File: config.mk
export PLATFORM = sky130hd
export DESIGN_NAME = packed_delta_row_decoder_unit
export DESIGN_NICKNAME = d
export VERILOG_FILES = /design/src/pdrd_pkg.sv /design/src/pdrd_front.sv /design/src/pdrd_back.sv /design/src/packed_delta_row_decoder_unit.sv
export SDC_FILE = /design/constraint.sdc
export NUM_CORES = 1
export LEC_CHECK = 0
export ABC_CLOCK_PERIOD_IN_PS = 7800
export BUFFER_PORTS_ARGS = -buffer_cell sky130_fd_sc_hd__buf_4
export CAP_MARGIN = 20
export CORE_AREA = 2 2 219 221
export CTS_BUF_LIST = sky130_fd_sc_hd__clkbuf_4
export CTS_CLUSTER_SIZE = 20
export DETAILED_ROUTE_END_ITERATION = 10
export DIE_AREA = 0 0 221 223
export GPL_TIMING_DRIVEN = 1
export PLACE_DENSITY = 0.73
export SLEW_MARGIN = 10
export SYNTH_ARGS = -nofsm -noshare
export SYNTH_HDL_FRONTEND = slang
export SYNTH_SLANG_ARGS = --single-unit
File: constraint.sdc
create_clock -name clk -period 7.8 [get_ports clk]
set_clock_uncertainty 0.1 [all_clocks]
set_input_delay 2.34 -clock clk [delete_from_list [all_inputs] [get_ports clk]]
set_output_delay 2.34 -clock clk [all_outputs]
set_load 0.01 [all_outputs]
File: src/pdrd_pkg.sv
// ----------------------------------------------------------------------------
// pdrd_pkg: shared types and constants of the packed delta row decoder
// Holds the queue entry format, the escape codes and the status codes.
// ----------------------------------------------------------------------------
package pdrd_pkg;

	localparam int QUEUE_DEPTH_DEF = 2;

	// Byte codes of a first pixel or a tail delta that open an escape.
	localparam logic [7:0] BYTE_ESC_LONG  = 8'd255;
	localparam logic [7:0] BYTE_ESC_SHORT = 8'd254;
	localparam logic [31:0] BYTE_BIAS     = 32'd127;

	// Block delta values that open an escape.
	localparam logic signed [8:0] DELTA_ESC_LONG  = 9'sd128;
	localparam logic signed [8:0] DELTA_ESC_SHORT = 9'sd127;

	localparam logic [3:0] MAX_FIELD_WIDTH = 4'd8;
	localparam logic [3:0] LAST_DELTA      = 4'd15;
	localparam logic [15:0] BLOCK_PIXELS   = 16'd16;

	typedef enum logic [1:0] {
		ST_OK        = 2'd0,
		ST_BAD_WIDTH = 2'd1,
		ST_RESTART   = 2'd2
	} status_t;

	// One queued input byte, already classified by the front end.
	typedef struct packed {
		logic [7:0] data;
		logic       row_start;
		logic       esc_long;
		logic       esc_short;
	} item_t;

	// One result beat.
	typedef struct packed {
		logic [31:0] pixel;
		logic        row_end;
		logic        run_last;
		status_t     status;
	} result_t;

endpackage

File: src/pdrd_front.sv
// ----------------------------------------------------------------------------
// pdrd_front: input acceptance and classification
// Takes input beats, marks escape codes and holds them in a short queue.
// ----------------------------------------------------------------------------
module pdrd_front import pdrd_pkg::*; #(
	parameter int QUEUE_DEPTH = QUEUE_DEPTH_DEF
) (
	input  logic       clk,
	input  logic       arst_n,
	input  logic       s_tvalid,
	output logic       s_tready,
	input  logic [7:0] s_tdata,
	input  logic       s_tuser,
	output logic       q_valid,
	output item_t      q_item,
	input  logic       q_pop
);

	localparam int PW = $clog2(QUEUE_DEPTH);
	localparam int CW = $clog2(QUEUE_DEPTH + 1);

	item_t           entries [QUEUE_DEPTH];
	logic [PW-1:0]   wr_ptr_q;
	logic [PW-1:0]   rd_ptr_q;
	logic [CW-1:0]   count_q;
	logic            push;
	item_t           in_item;

	assign s_tready = count_q != CW'(QUEUE_DEPTH);
	assign push     = s_tvalid && s_tready;
	assign q_valid  = count_q != '0;
	assign q_item   = entries[rd_ptr_q];

	always_comb begin
		in_item.data      = s_tdata;
		in_item.row_start = s_tuser;
		in_item.esc_long  = s_tdata == BYTE_ESC_LONG;
		in_item.esc_short = s_tdata == BYTE_ESC_SHORT;
	end

	always_ff @(posedge clk) begin
		if (push) begin
			entries[wr_ptr_q] <= in_item;
		end
	end

	always_ff @(posedge clk or negedge arst_n) begin
		if (!arst_n) begin
			wr_ptr_q <= '0;
			rd_ptr_q <= '0;
			count_q  <= '0;
		end else begin
			if (push) begin
				wr_ptr_q <= (wr_ptr_q == PW'(QUEUE_DEPTH - 1)) ? '0 : wr_ptr_q + 1'b1;
			end
			if (q_pop) begin
				rd_ptr_q <= (rd_ptr_q == PW'(QUEUE_DEPTH - 1)) ? '0 : rd_ptr_q + 1'b1;
			end
			case ({push, q_pop})
				2'b10:   count_q <= count_q + 1'b1;
				2'b01:   count_q <= count_q - 1'b1;
				default: count_q <= count_q;
			endcase
		end
	end

endmodule

File: src/pdrd_back.sv
// ----------------------------------------------------------------------------
// pdrd_back: row decoder and result register
// Consumes queued bytes, unpacks delta blocks and accumulates pixels.
// ----------------------------------------------------------------------------
module pdrd_back import pdrd_pkg::*; (
	input  logic        clk,
	input  logic        arst_n,
	input  logic [15:0] row_width,
	input  logic        q_valid,
	input  item_t       q_item,
	output logic        q_pop,
	output logic        m_tvalid,
	input  logic        m_tready,
	output result_t     m_result
);

	typedef enum logic [8:0] {
		S_WAIT = 9'b000000001,
		S_FESC = 9'b000000010,
		S_HDR  = 9'b000000100,
		S_PACK = 9'b000001000,
		S_ADV  = 9'b000010000,
		S_RES  = 9'b000100000,
		S_BESC = 9'b001000000,
		S_TAIL = 9'b010000000,
		S_TESC = 9'b100000000
	} state_t;

	state_t            state_q, n_state, eff;
	logic [31:0]       last_q, n_last;
	logic [15:0]       pl_q, n_pl;
	logic [7:0]        bw_q, n_bw;
	logic [63:0]       packed_q, n_packed;
	logic [3:0]        pcnt_q, n_pcnt;
	logic [1:0]        half_q, n_half;
	logic [2:0]        j_q, n_j;
	logic [3:0]        idx_q, n_idx;
	logic [31:0]       asm_q, n_asm;
	logic [1:0]        ecnt_q, n_ecnt;
	logic              elong_q, n_elong;
	logic              bad_q, n_bad;
	logic              restart_q, n_restart;
	logic signed [8:0] dbuf [16];
	logic [15:0]       esc_q;

	logic              buf_we;
	logic [3:0]        buf_wa;
	logic signed [8:0] buf_wd;
	logic              ov_free, consume, rst_now, emit, look;
	result_t           e_res;
	logic [31:0]       esc_asm, esc_val, b_delta, d_ext;
	logic              esc_done;
	logic [15:0]       w_eff, pl_first, pl_dec;
	logic [3:0]        nb, nidx;
	logic [7:0]        field;
	logic [8:0]        bias;
	logic signed [8:0] dnew, dcur;

	function automatic state_t next_sec(input logic [15:0] pl);
		if (pl >= BLOCK_PIXELS) begin
			return S_HDR;
		end else if (pl != 16'd0) begin
			return S_TAIL;
		end
		return S_WAIT;
	endfunction

	assign ov_free = !m_tvalid || m_tready;
	assign consume = (state_q == S_WAIT) || (state_q == S_FESC) || (state_q == S_HDR)
		|| (state_q == S_PACK) || (state_q == S_BESC) || (state_q == S_TAIL)
		|| (state_q == S_TESC);

	always_comb begin
		esc_asm  = asm_q | (32'(q_item.data) << {ecnt_q, 3'b000});
		esc_done = elong_q ? (ecnt_q == 2'd3) : (ecnt_q == 2'd1);
		esc_val  = elong_q ? esc_asm : {{16{esc_asm[15]}}, esc_asm[15:0]};
		b_delta  = 32'(q_item.data) - BYTE_BIAS;
		w_eff    = (row_width == 16'd0) ? 16'd1 : row_width;
		pl_first = w_eff - 16'd1;
		pl_dec   = pl_q - 16'd1;
		nidx     = idx_q + 4'd1;
		look     = (idx_q == LAST_DELTA) || esc_q[nidx];
		nb       = half_q[0] ? bw_q[7:4] : bw_q[3:0];
		field    = packed_q[7:0] & 8'((9'd1 << nb) - 9'd1);
		bias     = (nb > 4'd1) ? ((9'd1 << (nb - 4'd1)) - 9'd1) : 9'd0;
		dnew     = $signed({1'b0, field} - bias);
		dcur     = dbuf[idx_q];
		d_ext    = {{23{dcur[8]}}, dcur};
	end

	always_comb begin
		n_state   = state_q;
		n_last    = last_q;
		n_pl      = pl_q;
		n_bw      = bw_q;
		n_packed  = packed_q;
		n_pcnt    = pcnt_q;
		n_half    = half_q;
		n_j       = j_q;
		n_idx     = idx_q;
		n_asm     = asm_q;
		n_ecnt    = ecnt_q;
		n_elong   = elong_q;
		n_bad     = bad_q;
		n_restart = restart_q;
		q_pop     = 1'b0;
		emit      = 1'b0;
		e_res     = '{pixel: 32'd0, row_end: 1'b0, run_last: 1'b1, status: ST_OK};
		buf_we    = 1'b0;
		buf_wa    = {half_q[0], j_q};
		buf_wd    = dnew;
		eff       = state_q;
		rst_now   = restart_q;
		if (consume && q_valid && ov_free) begin
			q_pop = 1'b1;
			if (q_item.row_start) begin
				eff = S_WAIT;
				if (state_q != S_WAIT) begin
					rst_now = 1'b1;
				end
			end
			n_restart = rst_now;
			case (eff)
				S_WAIT: begin
					if (q_item.row_start) begin
						if (q_item.esc_long || q_item.esc_short) begin
							n_elong = q_item.esc_long;
							n_ecnt  = 2'd0;
							n_asm   = 32'd0;
							n_state = S_FESC;
						end else begin
							emit      = 1'b1;
							e_res     = '{pixel: b_delta, row_end: pl_first == 16'd0,
								run_last: 1'b1, status: rst_now ? ST_RESTART : ST_OK};
							n_restart = 1'b0;
							n_last    = b_delta;
							n_pl      = pl_first;
							n_state   = next_sec(pl_first);
						end
					end
				end
				S_FESC: begin
					n_asm  = esc_asm;
					n_ecnt = ecnt_q + 2'd1;
					if (esc_done) begin
						emit      = 1'b1;
						e_res     = '{pixel: esc_val, row_end: pl_first == 16'd0,
							run_last: 1'b1, status: rst_now ? ST_RESTART : ST_OK};
						n_restart = 1'b0;
						n_last    = esc_val;
						n_pl      = pl_first;
						n_state   = next_sec(pl_first);
					end
				end
				S_HDR: begin
					n_bw     = q_item.data;
					n_bad    = 1'b0;
					n_half   = 2'd0;
					n_pcnt   = 4'd0;
					n_packed = 64'd0;
					n_j      = 3'd0;
					n_state  = S_ADV;
				end
				S_PACK: begin
					if (pcnt_q < 4'd8) begin
						n_packed = packed_q | (64'(q_item.data) << {pcnt_q[2:0], 3'b000});
					end
					n_pcnt  = pcnt_q + 4'd1;
					n_state = S_ADV;
				end
				S_BESC: begin
					n_asm  = esc_asm;
					n_ecnt = ecnt_q + 2'd1;
					if (esc_done) begin
						emit   = 1'b1;
						e_res  = '{pixel: last_q + esc_val, row_end: pl_dec == 16'd0,
							run_last: look, status: bad_q ? ST_BAD_WIDTH : ST_OK};
						n_last = last_q + esc_val;
						n_pl   = pl_dec;
						if (idx_q == LAST_DELTA) begin
							n_state = next_sec(pl_dec);
						end else begin
							n_idx   = nidx;
							n_state = S_RES;
						end
					end
				end
				S_TAIL: begin
					if (q_item.esc_long || q_item.esc_short) begin
						n_elong = q_item.esc_long;
						n_ecnt  = 2'd0;
						n_asm   = 32'd0;
						n_state = S_TESC;
					end else begin
						emit    = 1'b1;
						e_res   = '{pixel: last_q + b_delta, row_end: pl_dec == 16'd0,
							run_last: 1'b1, status: ST_OK};
						n_last  = last_q + b_delta;
						n_pl    = pl_dec;
						n_state = next_sec(pl_dec);
					end
				end
				S_TESC: begin
					n_asm  = esc_asm;
					n_ecnt = ecnt_q + 2'd1;
					if (esc_done) begin
						emit    = 1'b1;
						e_res   = '{pixel: last_q + esc_val, row_end: pl_dec == 16'd0,
							run_last: 1'b1, status: ST_OK};
						n_last  = last_q + esc_val;
						n_pl    = pl_dec;
						n_state = next_sec(pl_dec);
					end
				end
				default: begin
					n_state = S_WAIT;
				end
			endcase
		end else if (state_q == S_ADV) begin
			if (half_q[1]) begin
				n_idx   = 4'd0;
				n_state = S_RES;
			end else if (pcnt_q >= nb) begin
				// One delta of the current half per cycle.
				buf_we = 1'b1;
				if (nb > MAX_FIELD_WIDTH) begin
					n_bad  = 1'b1;
					buf_wd = 9'sd0;
				end
				n_packed = packed_q >> nb;
				n_j      = j_q + 3'd1;
				if (j_q == 3'd7) begin
					n_half   = half_q + 2'd1;
					n_pcnt   = 4'd0;
					n_packed = 64'd0;
				end
			end else begin
				n_state = S_PACK;
			end
		end else if (state_q == S_RES && ov_free) begin
			if (esc_q[idx_q]) begin
				n_elong = dcur == DELTA_ESC_LONG;
				n_ecnt  = 2'd0;
				n_asm   = 32'd0;
				n_state = S_BESC;
			end else begin
				emit   = 1'b1;
				e_res  = '{pixel: last_q + d_ext, row_end: pl_dec == 16'd0,
					run_last: look, status: bad_q ? ST_BAD_WIDTH : ST_OK};
				n_last = last_q + d_ext;
				n_pl   = pl_dec;
				if (idx_q == LAST_DELTA) begin
					n_state = next_sec(pl_dec);
				end else begin
					n_idx = nidx;
				end
			end
		end
	end

	always_ff @(posedge clk) begin
		if (buf_we) begin
			dbuf[buf_wa] <= buf_wd;
		end
		if (emit) begin
			m_result <= e_res;
		end
	end

	always_ff @(posedge clk or negedge arst_n) begin
		if (!arst_n) begin
			state_q   <= S_WAIT;
			last_q    <= 32'd0;
			pl_q      <= 16'd0;
			bw_q      <= 8'd0;
			packed_q  <= 64'd0;
			pcnt_q    <= 4'd0;
			half_q    <= 2'd0;
			j_q       <= 3'd0;
			idx_q     <= 4'd0;
			asm_q     <= 32'd0;
			ecnt_q    <= 2'd0;
			elong_q   <= 1'b0;
			bad_q     <= 1'b0;
			restart_q <= 1'b0;
			esc_q     <= 16'd0;
			m_tvalid  <= 1'b0;
		end else begin
			state_q   <= n_state;
			last_q    <= n_last;
			pl_q      <= n_pl;
			bw_q      <= n_bw;
			packed_q  <= n_packed;
			pcnt_q    <= n_pcnt;
			half_q    <= n_half;
			j_q       <= n_j;
			idx_q     <= n_idx;
			asm_q     <= n_asm;
			ecnt_q    <= n_ecnt;
			elong_q   <= n_elong;
			bad_q     <= n_bad;
			restart_q <= n_restart;
			if (buf_we) begin
				esc_q[buf_wa] <= (buf_wd == DELTA_ESC_LONG) || (buf_wd == DELTA_ESC_SHORT);
			end
			if (emit) begin
				m_tvalid <= 1'b1;
			end else if (m_tready) begin
				m_tvalid <= 1'b0;
			end
		end
	end

	// A byte is only taken when the result register can absorb a beat.
	a_pop_room: assert property (@(posedge clk) disable iff (!arst_n)
		q_pop |-> ov_free) else $error("byte popped without result room");

	// Every delta left in a block still has a pixel of the row behind it.
	a_res_room: assert property (@(posedge clk) disable iff (!arst_n)
		(state_q == S_RES) |-> ((17'(pl_q) + 17'(idx_q)) >= 17'd16))
		else $error("block outruns row length");

	// Bad-width status only comes out of block delta resolution.
	a_bad_src: assert property (@(posedge clk) disable iff (!arst_n)
		(emit && e_res.status == ST_BAD_WIDTH) |-> (state_q == S_RES || state_q == S_BESC))
		else $error("bad-width status outside a block");

	// The delta sub-counter rests at zero outside the unpack state.
	a_j_idle: assert property (@(posedge clk) disable iff (!arst_n)
		(state_q != S_ADV) |-> (j_q == 3'd0)) else $error("unpack counter left running");

endmodule

File: src/packed_delta_row_decoder_unit.sv
// ----------------------------------------------------------------------------
// packed_delta_row_decoder_unit: packed delta row decoder, top level
// Rebuilds 32-bit signed detector pixels from a compressed byte stream.
// ----------------------------------------------------------------------------
//
//  Channel  Direction  Beat contents
//  s_*      in         tdata[7:0] data byte; tuser[0] row start
//  m_*      out        tdata[31:0] pixel; tlast row end; tuser[0] last beat of the
//                      input byte, tuser[2:1] status (0 ok, 1 bad width, 2 restart)
//  cfg_*    in         cfg_wdata row width in pixels, written when cfg_we is high
//
// A plain byte (first pixel, tail delta, header or escape byte) is handled as it is taken.
// A block takes its header byte, a fill check and a fetch for each packed byte, an
// unpack of its 16 deltas (one delta per cycle), a start of resolution and then one
// pixel per delta; an escaped delta is opened and then takes its escape bytes, the
// last of which also gives its pixel. The result register is the only output stage: a
// byte is consumed only when it can take a beat, so output stalls back up into the queue.
// Reset is asynchronous and active low; the row width resets to one pixel.
//
module packed_delta_row_decoder_unit import pdrd_pkg::*; #(
	parameter int QUEUE_DEPTH = QUEUE_DEPTH_DEF
) (
	input  logic        clk,
	input  logic        arst_n,
	input  logic        s_tvalid,
	output logic        s_tready,
	input  logic [7:0]  s_tdata,   // [7:0] data_byte
	input  logic        s_tuser,   // [0] row_start
	output logic        m_tvalid,
	input  logic        m_tready,
	output logic [31:0] m_tdata,   // [31:0] pixel
	output logic        m_tlast,
	output logic [2:0]  m_tuser,   // [0] run_last, [2:1] status
	input  logic        cfg_we,
	input  logic [15:0] cfg_wdata
);

	logic [15:0] row_width_q;
	logic        q_valid;
	logic        q_pop;
	item_t       q_item;
	result_t     res;

	// The row width register; the decoder samples it on each row's first pixel.
	always_ff @(posedge clk or negedge arst_n) begin
		if (!arst_n) begin
			row_width_q <= 16'd1;
		end else if (cfg_we) begin
			row_width_q <= cfg_wdata;
		end
	end

	// The front end queues classified bytes so that input can keep arriving while
	// the back end is unpacking a block or waiting on the output.
	pdrd_front #(
		.QUEUE_DEPTH(QUEUE_DEPTH)
	) u_front (
		.clk      (clk),
		.arst_n   (arst_n),
		.s_tvalid (s_tvalid),
		.s_tready (s_tready),
		.s_tdata  (s_tdata),
		.s_tuser  (s_tuser),
		.q_valid  (q_valid),
		.q_item   (q_item),
		.q_pop    (q_pop)
	);

	pdrd_back u_back (
		.clk       (clk),
		.arst_n    (arst_n),
		.row_width (row_width_q),
		.q_valid   (q_valid),
		.q_item    (q_item),
		.q_pop     (q_pop),
		.m_tvalid  (m_tvalid),
		.m_tready  (m_tready),
		.m_result  (res)
	);

	assign m_tdata = res.pixel;
	assign m_tlast = res.row_end;
	assign m_tuser = {res.status, res.run_last};

endmodule

# Word level (Yosys, flattened, before mapping)
# Memory sizes are Yosys's and may differ from the RTL's.
# Index checks and enable logic that the tools add are counted.
op_classes:
  muxes: 190
  n_addsub: 19
  n_shift: 5
  reduce_logical: 47
  n_lt_le_gt_ge: 10
  n_bitwise: 3
  n_eq_ne: 50
ops:
  columns: ["operator", "n"]
  rows:
  - ["$mux 32", 16]
  - ["$mux 64", 6]
  - ["$mux 36", 10]
  - ["$mux 9", 32]
  - ["$pmux 36 s5", 1]
  - ["$mux 16", 10]
  - ["$pmux 32 s4", 1]
  - ["$pmux 64 s2", 1]
  - ["$add 32x32->32", 3]
  - ["$pmux 32 s3", 1]
  - ["$mux 1", 68]
  - ["$or 64x64->64", 1]
  - ["$pmux 16 s4", 1]
  - ["$shl 8x6->64", 1]
  - ["$shr 64x4->64", 1]
  - ["$mux 4", 14]
  - ["$pmux 9 s6", 1]
  - ["$logic_not 16->1", 3]
  - ["$eq 9x9->1 const B", 4]
  - ["$reduce_and 5->1", 7]
  - ["$ge 16x5->1 const B", 2]
  - ["$or 32x32->32", 1]
  - ["$reduce_bool 16->1", 2]
  - ["$shl 8x5->32", 1]
  - ["64 further kinds", 136]
totals:
  input_bits: 30
  output_inout_bits: 38
  ff_bits: 252
  mem_count: 2
  elab_cells: 351
  mem_bits_rw: 166
mem_list:
  columns: ["memory", "depth", "width", "read_ports", "rd_ports_with_merged_regs", "write_ports", "line", "text"]
  rows:
  - ["u_back.dbuf", 16, 9, 1, 0, 1, "pdrd_back.sv:43", "logic signed [8:0] dbuf [16];"]
  - ["u_front.entries", 2, 11, 1, 0, 1, "pdrd_front.sv:22", "item_t entries [QUEUE_DEPTH];"]

# Logic depth before layout (Yosys ltp)
# Gate-level depths: netlist of run 1.
depth:
  word_depth: 18
  ltp_mapped: 21
  ltp_nobuf: 19

# Hierarchy
# From an unflattened synthesis of run 1, not the netlist that was laid out.
hier_totals:
  cells_unflattened: 2827
  area_unflattened_um2: 27786.6
by_module_without_submodules:
  columns: ["mod", "instances", "cells_per_inst", "seq_area_each_um2", "area_each_um2"]
  rows:
  - ["pdrd_back", 1, 2738, 10311.1, 26127.6]
  - ["pdrd_front", 1, 55, 760.7, 1008.5]
  - ["packed_delta_row_decoder_unit", 1, 34, 401.6, 650.6]

# Least setup slack after synthesis of run 1
# Ideal clock, no wire load.
synth_path:
  path_type: "reg2reg"
  start: "reg u_front.rd_ptr_q"
  end: "reg u_back.m_result[33] (netlist name) (data pin)"
  setup_time_ns: 0.275
  path_buffers: 3
  path_stages_with_launch: 18
  arrival_time_ns: 5.315
  setup_slack_ns: 2.110
  required_ns: 7.425
  synth_period_minus_slack_ns: 5.690
  path_cell_list: "dfrtp_1 > buf_2 > buf_2 > mux2i_1 > clkinv_1 > ha_1 > a21oi_1 > ha_1 > clkbuf_1 > a21o_1 > a2111oi_0 > o2111ai_1 > a41oi_1 > o21ai_0 > a21oi_1 > o21ai_0 > xnor2_1 > o221ai_1"
synth_rtl:
  columns: ["item", "line", "text"]
  rows:
  - ["from (decl)", "pdrd_front.sv:24", "logic [PW-1:0] rd_ptr_q;"]
  - ["from (signal assigned)", "pdrd_front.sv:57", "rd_ptr_q <= (rd_ptr_q == PW'(QUEUE_DEPTH - 1)) ? '0 : rd_ptr_q + 1'b1;"]
  - ["to (signal assigned)", "pdrd_back.sv:266", "m_result <= e_res;"]
  - ["to (decl)", "pdrd_back.sv:14", "output result_t m_result"]

==> summary.txt, run 1 <==
Die
  • # IOs: 68
  • Die Span X: around 220 um
  • Rows: 80
  • Core Region: around 47000 um^2
  • Chip height: approximately 220 um
  • Die area: 49300 um^2
  • Initial core utilization: 59.0%

STA
  • Min Hold Slack: roughly 380 ps
  • Maximum clock frequency: roughly 160 MHz
  • Worst-Margin Slew: about 1100 ps
  • Tcrit/Tclk final: roughly four fifths
  • Final Setup Violations: 0
  • Relative slew slack: between 20% and 30%
  • Slew Limit Fails: 0
  • RSZ-0062 raised after global routing: false
  • Min Tclk post-route: just over 6000 ps
  • Final Hold Viols: 0
  • Setup TNS: 0 ps

CTS
  • Clk pin slew, worst setup/hold paths: ~70 ps
  • Hold_buf cts: 0
  • CTS tree: yes
  • Htree depth: 3
  • Clock tree buffer depth: 3
  • Clock latency on the worst-skew pair: 930 ps
  • Clock Tree Root: clkbuf_4
  • Clock buffer count from CTS: 108
  • Cts repair resizes: 0
  • Setup bufs post-CTS: 0
  • CTS Sinks: roughly 420

Yosys
  • Largest family of logic cells by synthesized area: compound AO/OA/AOI/OAI gates
  • Unique masters post-synth: slightly below 90
  • Post-synth EDFFs: around 200
  • Mapped Cells: ~2900
  • Mux contribution to synthesized area: around an eighth
  • Synthesis-stage register bit count: around 420
  • Synth Area in Adders: 5.69%
  • Post-Synth XOR/XNOR Area: 3.72%
  • Synth Area in Compound Gates: between 10% and 20%
  • Dominant cell type by area after synthesis: edfxtp_1
  • Sequential share of the synthesized area: 41.3%
  • Post-Syn Area: between 20000 and 30000 um^2
  • Post-synthesis simple-gate area fraction: between 10% and 20%
  • Ys flop type: dfrtp_1
  • Syn nets: slightly above 3000
  • Avg Inst Size Synth: a little under 10 um^2
  • Yosys warns: 0
  • Ys async rst share: between 50% and 60%
  • Post-synth top area share: 21.8%
  • Most area-consuming cells after synthesis: edfxtp_1, dfrtp_1, mux2i_1

Final layout
  • Share of cells above drive strength 1: 13.7%
  • Final core occ: 64.1%
  • Final net count: slightly above 3000
  • Syn-to-layout area delta: 8.75%
  • Design Area, Final: around 30000 um^2

Drt
  • Avg WL per Cell: 24.1 um
  • Initial drt markers: between 2000 and 2500
  • M1 WL: between 30000 and 40000 um
  • Vias per cell: 6.63
  • Drt drc: 0
  • Max layer used: met4
  • Pre-antenna DRT Iters: 6
  • Met2 routed WL: 42200 um
  • WL met3: around 6400 um
  • Total number of vias: 24270
  • Total wire length: 88300 um
  • Remaining antenna violation count: 0

Hold path
  • Hold Path Class: reg2reg

Setup path
  • Crit start category: flip-flop
  • Critical path class: reg2reg
  • Worst Path Max Fanout: 17
  • Required time worst endpoint: approximately 8300 ps
  • Worst EP arrival: about 6700 ps
  • Worst Setup End Kind: flip-flop

Power
  • Leak pwr: roughly 0.013 uW
  • Power density cells: approximately 160 nW/um^2
  • Pwr Total: 4850 uW
  • Worst IR Drop VDD: between 0.00015 and 0.0002 V

Place
  • Placed Area: 28800 um^2
  • IO buf count: 67
  • Hpwl dp: 61700 um
  • RePlAce Congestion: between 1 and 1.5

Run
  • MaxCap Viol Count: 0

Global route
  • Total congestion overflow: 0
  • Largest net degree at the start of global routing: 125
  • GRT Resource Usage Total: between 30% and 40%
  • Vias in the first global route: approximately 24000
  • First-pass GRT wire length: about 140000 um
  • Antenna violations before repair: 2

Run status
  • Outcome: completed
stage by stage:
| stage | std cells | worst slack (ps) |
|---|---|---|
| 6_report | 3661 | 1650 |
| 5_1_grt | 3661 | 1400 |
| 4_1_cts | 3657 | 1900 |
| 3_5_place_dp | 3456 | 1690 |
| 3_3_place_gp | 3456 | 1800 |
| 2_1_floorplan | 2894 | 2110 |
area by class of cell:
| cell class | instances | area, um^2 |
|---|---|---|
| clock inverters | 47 | 258 |
| diodes | 2 | 5.00 |
| repair buffers | 118 | 897 |
| flip-flops and latches | 418 | 11500 |
| multi-input cells | 2211 | 15300 |
| clock buffers | 154 | 1160 |
| fillers | 3819 | 16900 |
| well taps | 615 | 769 |
| inverters | 96 | 360 |
sequential cells by signal, summed over array words and instances (netlist names), 8 cells and up:
| signal | cells |
|---|---|
| u_front.entries | 22 |
| u_back.asm_q | 32 |
| u_back.state_q | 9 |
| u_back.packed_q | 64 |
| u_back.dbuf | 144 |
| u_back.last_q | 32 |
| u_back.m_result | 36 |
| u_back.esc_q | 16 |
| u_back.pl_q | 16 |
| u_back.bw_q | 8 |
| row_width_q | 16 |
worst paths after layout:
path                                  endpoint  slack [ps]  cells after the start        startpoint
max                        u_back.m_result[33]        1650                     16  u_front.rd_ptr_q
min                             u_back.bw_q[7]         380                      2    u_back.bw_q[7]
min reg2reg                     u_back.bw_q[7]         380                      2    u_back.bw_q[7]
max reg2reg                u_back.m_result[33]        1650                     16  u_front.rd_ptr_q
min in group asynchronous     u_back.asm_q[20]        1370                      1            arst_n
max in group asynchronous    u_back.last_q[20]        4600                      2            arst_n
layer usage:
| metal | vias up | global-route usage [%] |
|---|---|---|
| met3 | 297 | 6.48 |
| met2 | 1170 | 58.1 |
| met1 | 11807 | 43.5 |
| met5 | - | 0 |
| li1 | 10996 | - |
| met4 | 0 | 22.2 |
cell families (layout without fill, tap and decap cells):
logic type / count (synthesis) / after routing
DFF: 418 / 418
muxes: 284 / 284
buffers and inverters: 265 / 415
other: 0 / 2
xor gates and xnor gates: 118 / 118
and+or+nand+nor: 810 / 810
adders and majority gates: 124 / 124
AOI/OAI and AO/OA: 875 / 875
cells in the mapped netlist (11+ instances only):
master    count
a21oi_1     338
ha_1        120
o21bai_1     13
xor2_1       50
nand2b_1     27
mux4_2       54
o21a_1       12
a31oi_1      41
a211oi_1     21
or3_1        19
nand4_1      25
xnor2_1      68
buf_1        25
nor3_1       60
nor4_1       11
o21ai_0     204
and2_1       16
edfxtp_1    202
mux2i_1     186
inv_1        92
o211ai_1     12
a221oi_1     11
dfrtp_1     214
nor2_1      150
and3_1       20
nand3_1     120
clkbuf_1    103
nand2_1     302
mux2_2       44
a21o_1       75
a22oi_1      22
buf_2        38
o22ai_1      29
nor2b_1      21
placed cells by master, fill, tap and decap left out, drive strengths merged, types with 29 or more instances in the layout:
master | Yosys | final
a21o | 75 | 75
nand3 | 120 | 120
xnor2 | 68 | 68
a31oi | 42 | 42
buf | 66 | 118
clkinv | 2 | 44
mux2i | 186 | 186
mux4 | 54 | 54
edfxtp | 202 | 202
inv | 94 | 98
nor2 | 152 | 152
o22ai | 29 | 29
clkbuf | 103 | 154
nand2 | 302 | 302
nor3 | 61 | 61
dfrtp | 214 | 214
mux2 | 44 | 44
o21ai | 209 | 209
a21oi | 340 | 340
ha | 120 | 120
xor2 | 50 | 50
power by group:
part           switching, uW  internal, uW
registers               45.3          2350
clock network            978           960
logic                    352           166
total                   1380          3480
worst max-delay path, cell delays in order (launching register included):
cell and delay [ps]:
dfrtp_1 740, mux2i_1 250, buf_4 230, clkinv_1 290, ha_1 370, a21oi_2 630, buf_4 380, ha_1 370
a21o_1 190, a2111oi_0 330, o2111ai_1 240, a41oi_1 530, o21ai_0 140, a21oi_1 530, o21ai_0 210, xnor2_1 200
o221ai_1 140
Note: power is estimated with default switching activity, not from simulation.
==> run 2, diff against run 1 <==
--- a/config.mk
+++ b/config.mk
@@ -5,16 +5,17 @@
 export SDC_FILE = /design/constraint.sdc
 export NUM_CORES = 1
 export LEC_CHECK = 0
-export ABC_CLOCK_PERIOD_IN_PS = 7800
+export ABC_AREA = 1
+export ABC_CLOCK_PERIOD_IN_PS = 5200
 export BUFFER_PORTS_ARGS = -buffer_cell sky130_fd_sc_hd__buf_4
 export CAP_MARGIN = 20
-export CORE_AREA = 2 2 219 221
+export CORE_AREA = 2 2 230 232
 export CTS_BUF_LIST = sky130_fd_sc_hd__clkbuf_4
 export CTS_CLUSTER_SIZE = 20
 export DETAILED_ROUTE_END_ITERATION = 10
-export DIE_AREA = 0 0 221 223
+export DIE_AREA = 0 0 232 234
 export GPL_TIMING_DRIVEN = 1
-export PLACE_DENSITY = 0.73
+export PLACE_DENSITY = 0.76
 export SLEW_MARGIN = 10
 export SYNTH_ARGS = -nofsm -noshare
 export SYNTH_HDL_FRONTEND = slang
==> constraint.sdc (replaced) <==
create_clock -name clk -period 5.2 [get_ports clk]
set_clock_uncertainty 0.1 [all_clocks]
set_input_delay 1.56 -clock clk [delete_from_list [all_inputs] [get_ports clk]]
set_output_delay 1.56 -clock clk [all_outputs]
set_load 0.01 [all_outputs]
==> run 2 against run 1 <==
Non-clock buffer count is 26 higher. Synthesized area is 11% higher. Worst hold slack better by 15 ps. Utilization is 0.46 points higher. Maximum frequency is 26% higher. Setup slack worse by 1300 ps. Register-to-register slack worse by 1300 ps. Sequential share of layout area is 3.8 points lower. Via count is 30% higher. Critical path depth is 5 higher. First-iteration DRC count is 44% higher. Critical path type unchanged. Largest cell class unchanged.
==> summary.txt, run 2 <==
Yosys
  • Post-synth top area share: approximately a fifth
  • Most area-consuming cells after synthesis: edfxtp_1, dfrtp_1, nand2_1
  • Yosys warns: 0
  • Synthesis-stage register bit count: between 400 and 500
  • Dominant cell type by area after synthesis: edfxtp_1
  • Unique masters post-synth: between 60 and 70
  • Post-Syn Area: around 31000 um^2
  • Avg Inst Size Synth: about 7 um^2
  • Ys flop type: dfrtp_1
  • Most frequent cell after synthesis: nand2_1
  • Sequential share of the synthesized area: about 37%
  • Most common library cells after synthesis: nand2_1, o21ai_0, nor2_1
  • Ys async rst share: between 50% and 60%
  • Mapped Cells: approximately 4400
  • Syn nets: 4582
  • Post-synth EDFFs: slightly above 200

STA
  • Tcrit/Tclk final: around 94%
  • Final Setup Violations: 0
  • Setup TNS: 0 ps
  • Relative slew slack: 22.7%
  • Final Hold Viols: 0
  • Slew Limit Fails: 0
  • Min Tclk post-route: 4870 ps
  • Worst-Margin Slew: roughly 1200 ps
  • Maximum clock frequency: between 200 and 250 MHz
  • RSZ-0062 raised after global routing: false

Final layout
  • Commonest non-fill, non-tap cell in the layout: nand2_1
  • Multi-input logic area: approximately 17000 um^2
  • Commonest cells after routing, fill and taps aside: nand2_1, o21ai_0, nor2_1, inv_1, nand3_1
  • Register area: ~11000 um^2
  • Max reg flops: around 140
  • # fillers: slightly below 5000
  • Largest reg by FF count: u_back.dbuf
  • Syn-to-layout area delta: 8.80%
  • Share of cells above drive strength 1: 9.20%
  • Final net count: between 4000 and 5000
  • Biggest regs: u_back.dbuf: 144 flops, u_back.packed_q: 64 flops, u_back.m_result: 36 flops

Drt
  • Drt drc: 0
  • Pre-antenna DRT Iters: 6
  • Avg WL per Cell: ~20 um
  • Remaining antenna violation count: 0
  • Total number of vias: about 32000
  • Vias per cell: 5.97
  • Initial drt markers: around 3400
  • Total wire length: around 110000 um

CTS
  • Clock buffer count from CTS: about 110
  • Clk pin slew, worst setup/hold paths: around 70 ps
  • CTS Sinks: around 420
  • Hold_buf cts: 0
  • Htree depth: 3
  • Clock Tree Root: clkbuf_4
  • CTS tree: yes
  • Clock tree buffer depth: 3
  • Clock latency on the worst-skew pair: approximately 960 ps

Place
  • RePlAce Congestion: between 1 and 1.5
  • IO buf count: 67
  • Hpwl dp: 79300 um

Setup path
  • Flop2flop setup slack: 330 ps
  • Crit start category: flip-flop
  • Critical path class: reg2reg
  • Worst Path Max Fanout: 16
  • Required time worst endpoint: between 5000 and 6000 ps
  • Cell family with most CP delay: simple AND/OR/NAND/NOR gates
  • CP Buf/Inv Count: 3
  • Slowest CP cell: dfrtp_1
  • Worst EP arrival: around 5400 ps
  • Worst path most repeated cell: nand2_1
  • Worst R2R Path Depth: 21
  • FF-to-FF End: u_back.m_result[33]
  • Worst Setup End Kind: flip-flop
  • Worst path max stage delay: ~600 ps
  • Reg2reg start: u_front.rd_ptr_q
  • Cell Chain, Critical Path: clkinvlp_4 -> nand2_1 -> nand2_1 -> nand3_1 -> nand3_1 -> buf_4 -> o21ai_0 -> inv_1 -> ha_1 -> a21oi_1 -> o21ai_0 -> a21oi_1 -> nor2_1 -> nor2_1 -> nand3_1 -> nand3_1 -> nand2_1 -> nand2_1 -> nand2_1 -> nand2_1 -> nand2_1

Hold path
  • Hold depth: 2
  • Worst Hold End: u_back.bw_q[5]
  • Hold Path Class: reg2reg
  • Worst Min Path Start: u_back.bw_q[5]

Die
  • Die Span X: around 230 um
  • Die area: ~54000 um^2
  • Rows: 84
  • Core Region: 52000 um^2
  • Initial core utilization: 59.3%
  • Chip height: approximately 230 um
  • # IOs: a little under 70

Global route
  • First-pass GRT wire length: about 160000 um
  • Busiest grt layer: met2
  • Largest net degree at the start of global routing: approximately 110
  • Met3 GRT Util: between 6 and 7%
  • Met2 GRT Util: 63.9%
  • Vias in the first global route: roughly 29000
  • GRT Resource Usage Total: 39.4%
  • Total congestion overflow: 0
  • Met1 usage: between 50% and 60%
  • Antenna violations before repair: 3

Run
  • MaxCap Viol Count: 0

Run status
  • Outcome: completed
[run 2: cell types whose count changed after synthesis, moves of 40 or more]
cell     before   now
mux2_2       44     4
a21oi_1     338   246
a21o_1       75    12
mux2i_1     186    13
o21ai_1       4    78
inv_1        92   420
nand3_1     120   303
mux4_2       54     0
o21ai_0     204   546
xnor2_1      68    18
nand2_1     302  1230
nor2_1      150   434
[run 2: stage by stage]
stage	cells	util (%)	worst slack, ps	hold WS (ps)	instance area, um^2
floorplan	4428	-	1180	349	30900
global placement	5081	61.5	433	365	32000
detailed placement	5081	61.5	409	377	32000
CTS	5294	64.4	376	394	33500
global route	5298	64.6	16.0	409	33600
finish	5298	64.6	326	396	33600
[run 2: layout make-up]
cell class	instances	share of cell area, %
Clock inverter	47	0.834
Timing Repair Buffer	144	3.39
Multi-Input combinational cell	3389	50.3
Inverter	444	4.99
Sequential cell	418	34.2
Antenna cell	2	0.0149
Clock buffer	166	3.71
Tap cell	688	2.56
[run 2: worst max path at each step]
stage | slack, ps | from | endpoint | depth (start not counted)
floorplan | 1180 | u_back.half_q[0] | u_back.esc_q[12] | 23
global placement | 430 | u_front.rd_ptr_q | u_back.m_result[26] | 18
detailed placement | 410 | u_front.rd_ptr_q | u_back.m_result[26] | 18
CTS | 380 | u_front.rd_ptr_q | u_back.m_result[26] | 18
global route | 20 | u_back.idx_q[0] | u_back.last_q[22] | 19
finish | 330 | u_front.rd_ptr_q | u_back.m_result[33] | 21
[run 2: worst reg2reg max path, stage by stage (launching register included)]
cell and delay, ps:
dfrtp_1 590, clkinvlp_4 380, nand2_1 140, nand2_1 390
nand3_1 350, nand3_1 110, buf_4 220, o21ai_0 190
inv_1 120, ha_1 360, a21oi_1 210, o21ai_0 170
a21oi_1 280, nor2_1 80, nor2_1 130, nand3_1 90
nand3_1 80, nand2_1 100, nand2_1 280, nand2_1 100
nand2_1 100, nand2_1 60
[run 2: timing repair]
item,CTS,global route
resized for setup,0,4
endpoints found under the setup margin,0,11
buffers inserted,0,1
[run 2: cell families (layout without fill, tap and decap cells)]
family / after synthesis / after routing / share of synthesized area [%]
multiplexers: 17 / 17 / 0.567
AND/OR/NAND/NOR: 2138 / 2138 / 28.7
AO/OA/AOI/OAI: 1061 / 1061 / 18.8
flip-flops: 418 / 418 / 37.2
XOR/XNOR: 49 / 49 / 1.39
other: 0 / 2 / 0
buffers and inverters: 621 / 801 / 8.20
adder cells (fa/ha/maj): 124 / 124 / 5.12
[run 2: routing by layer]
metal  routed length, um  vias to the layer above
li1                    -                    15130
met1               42800                    14609
met2               49600                     1560
met3                8430                      328
met4                6930                        2
met5                  13                        -
Power of run 2 is not shown: default switching activity piles up to over one toggle a cycle in this logic, so the estimate is an artifact.
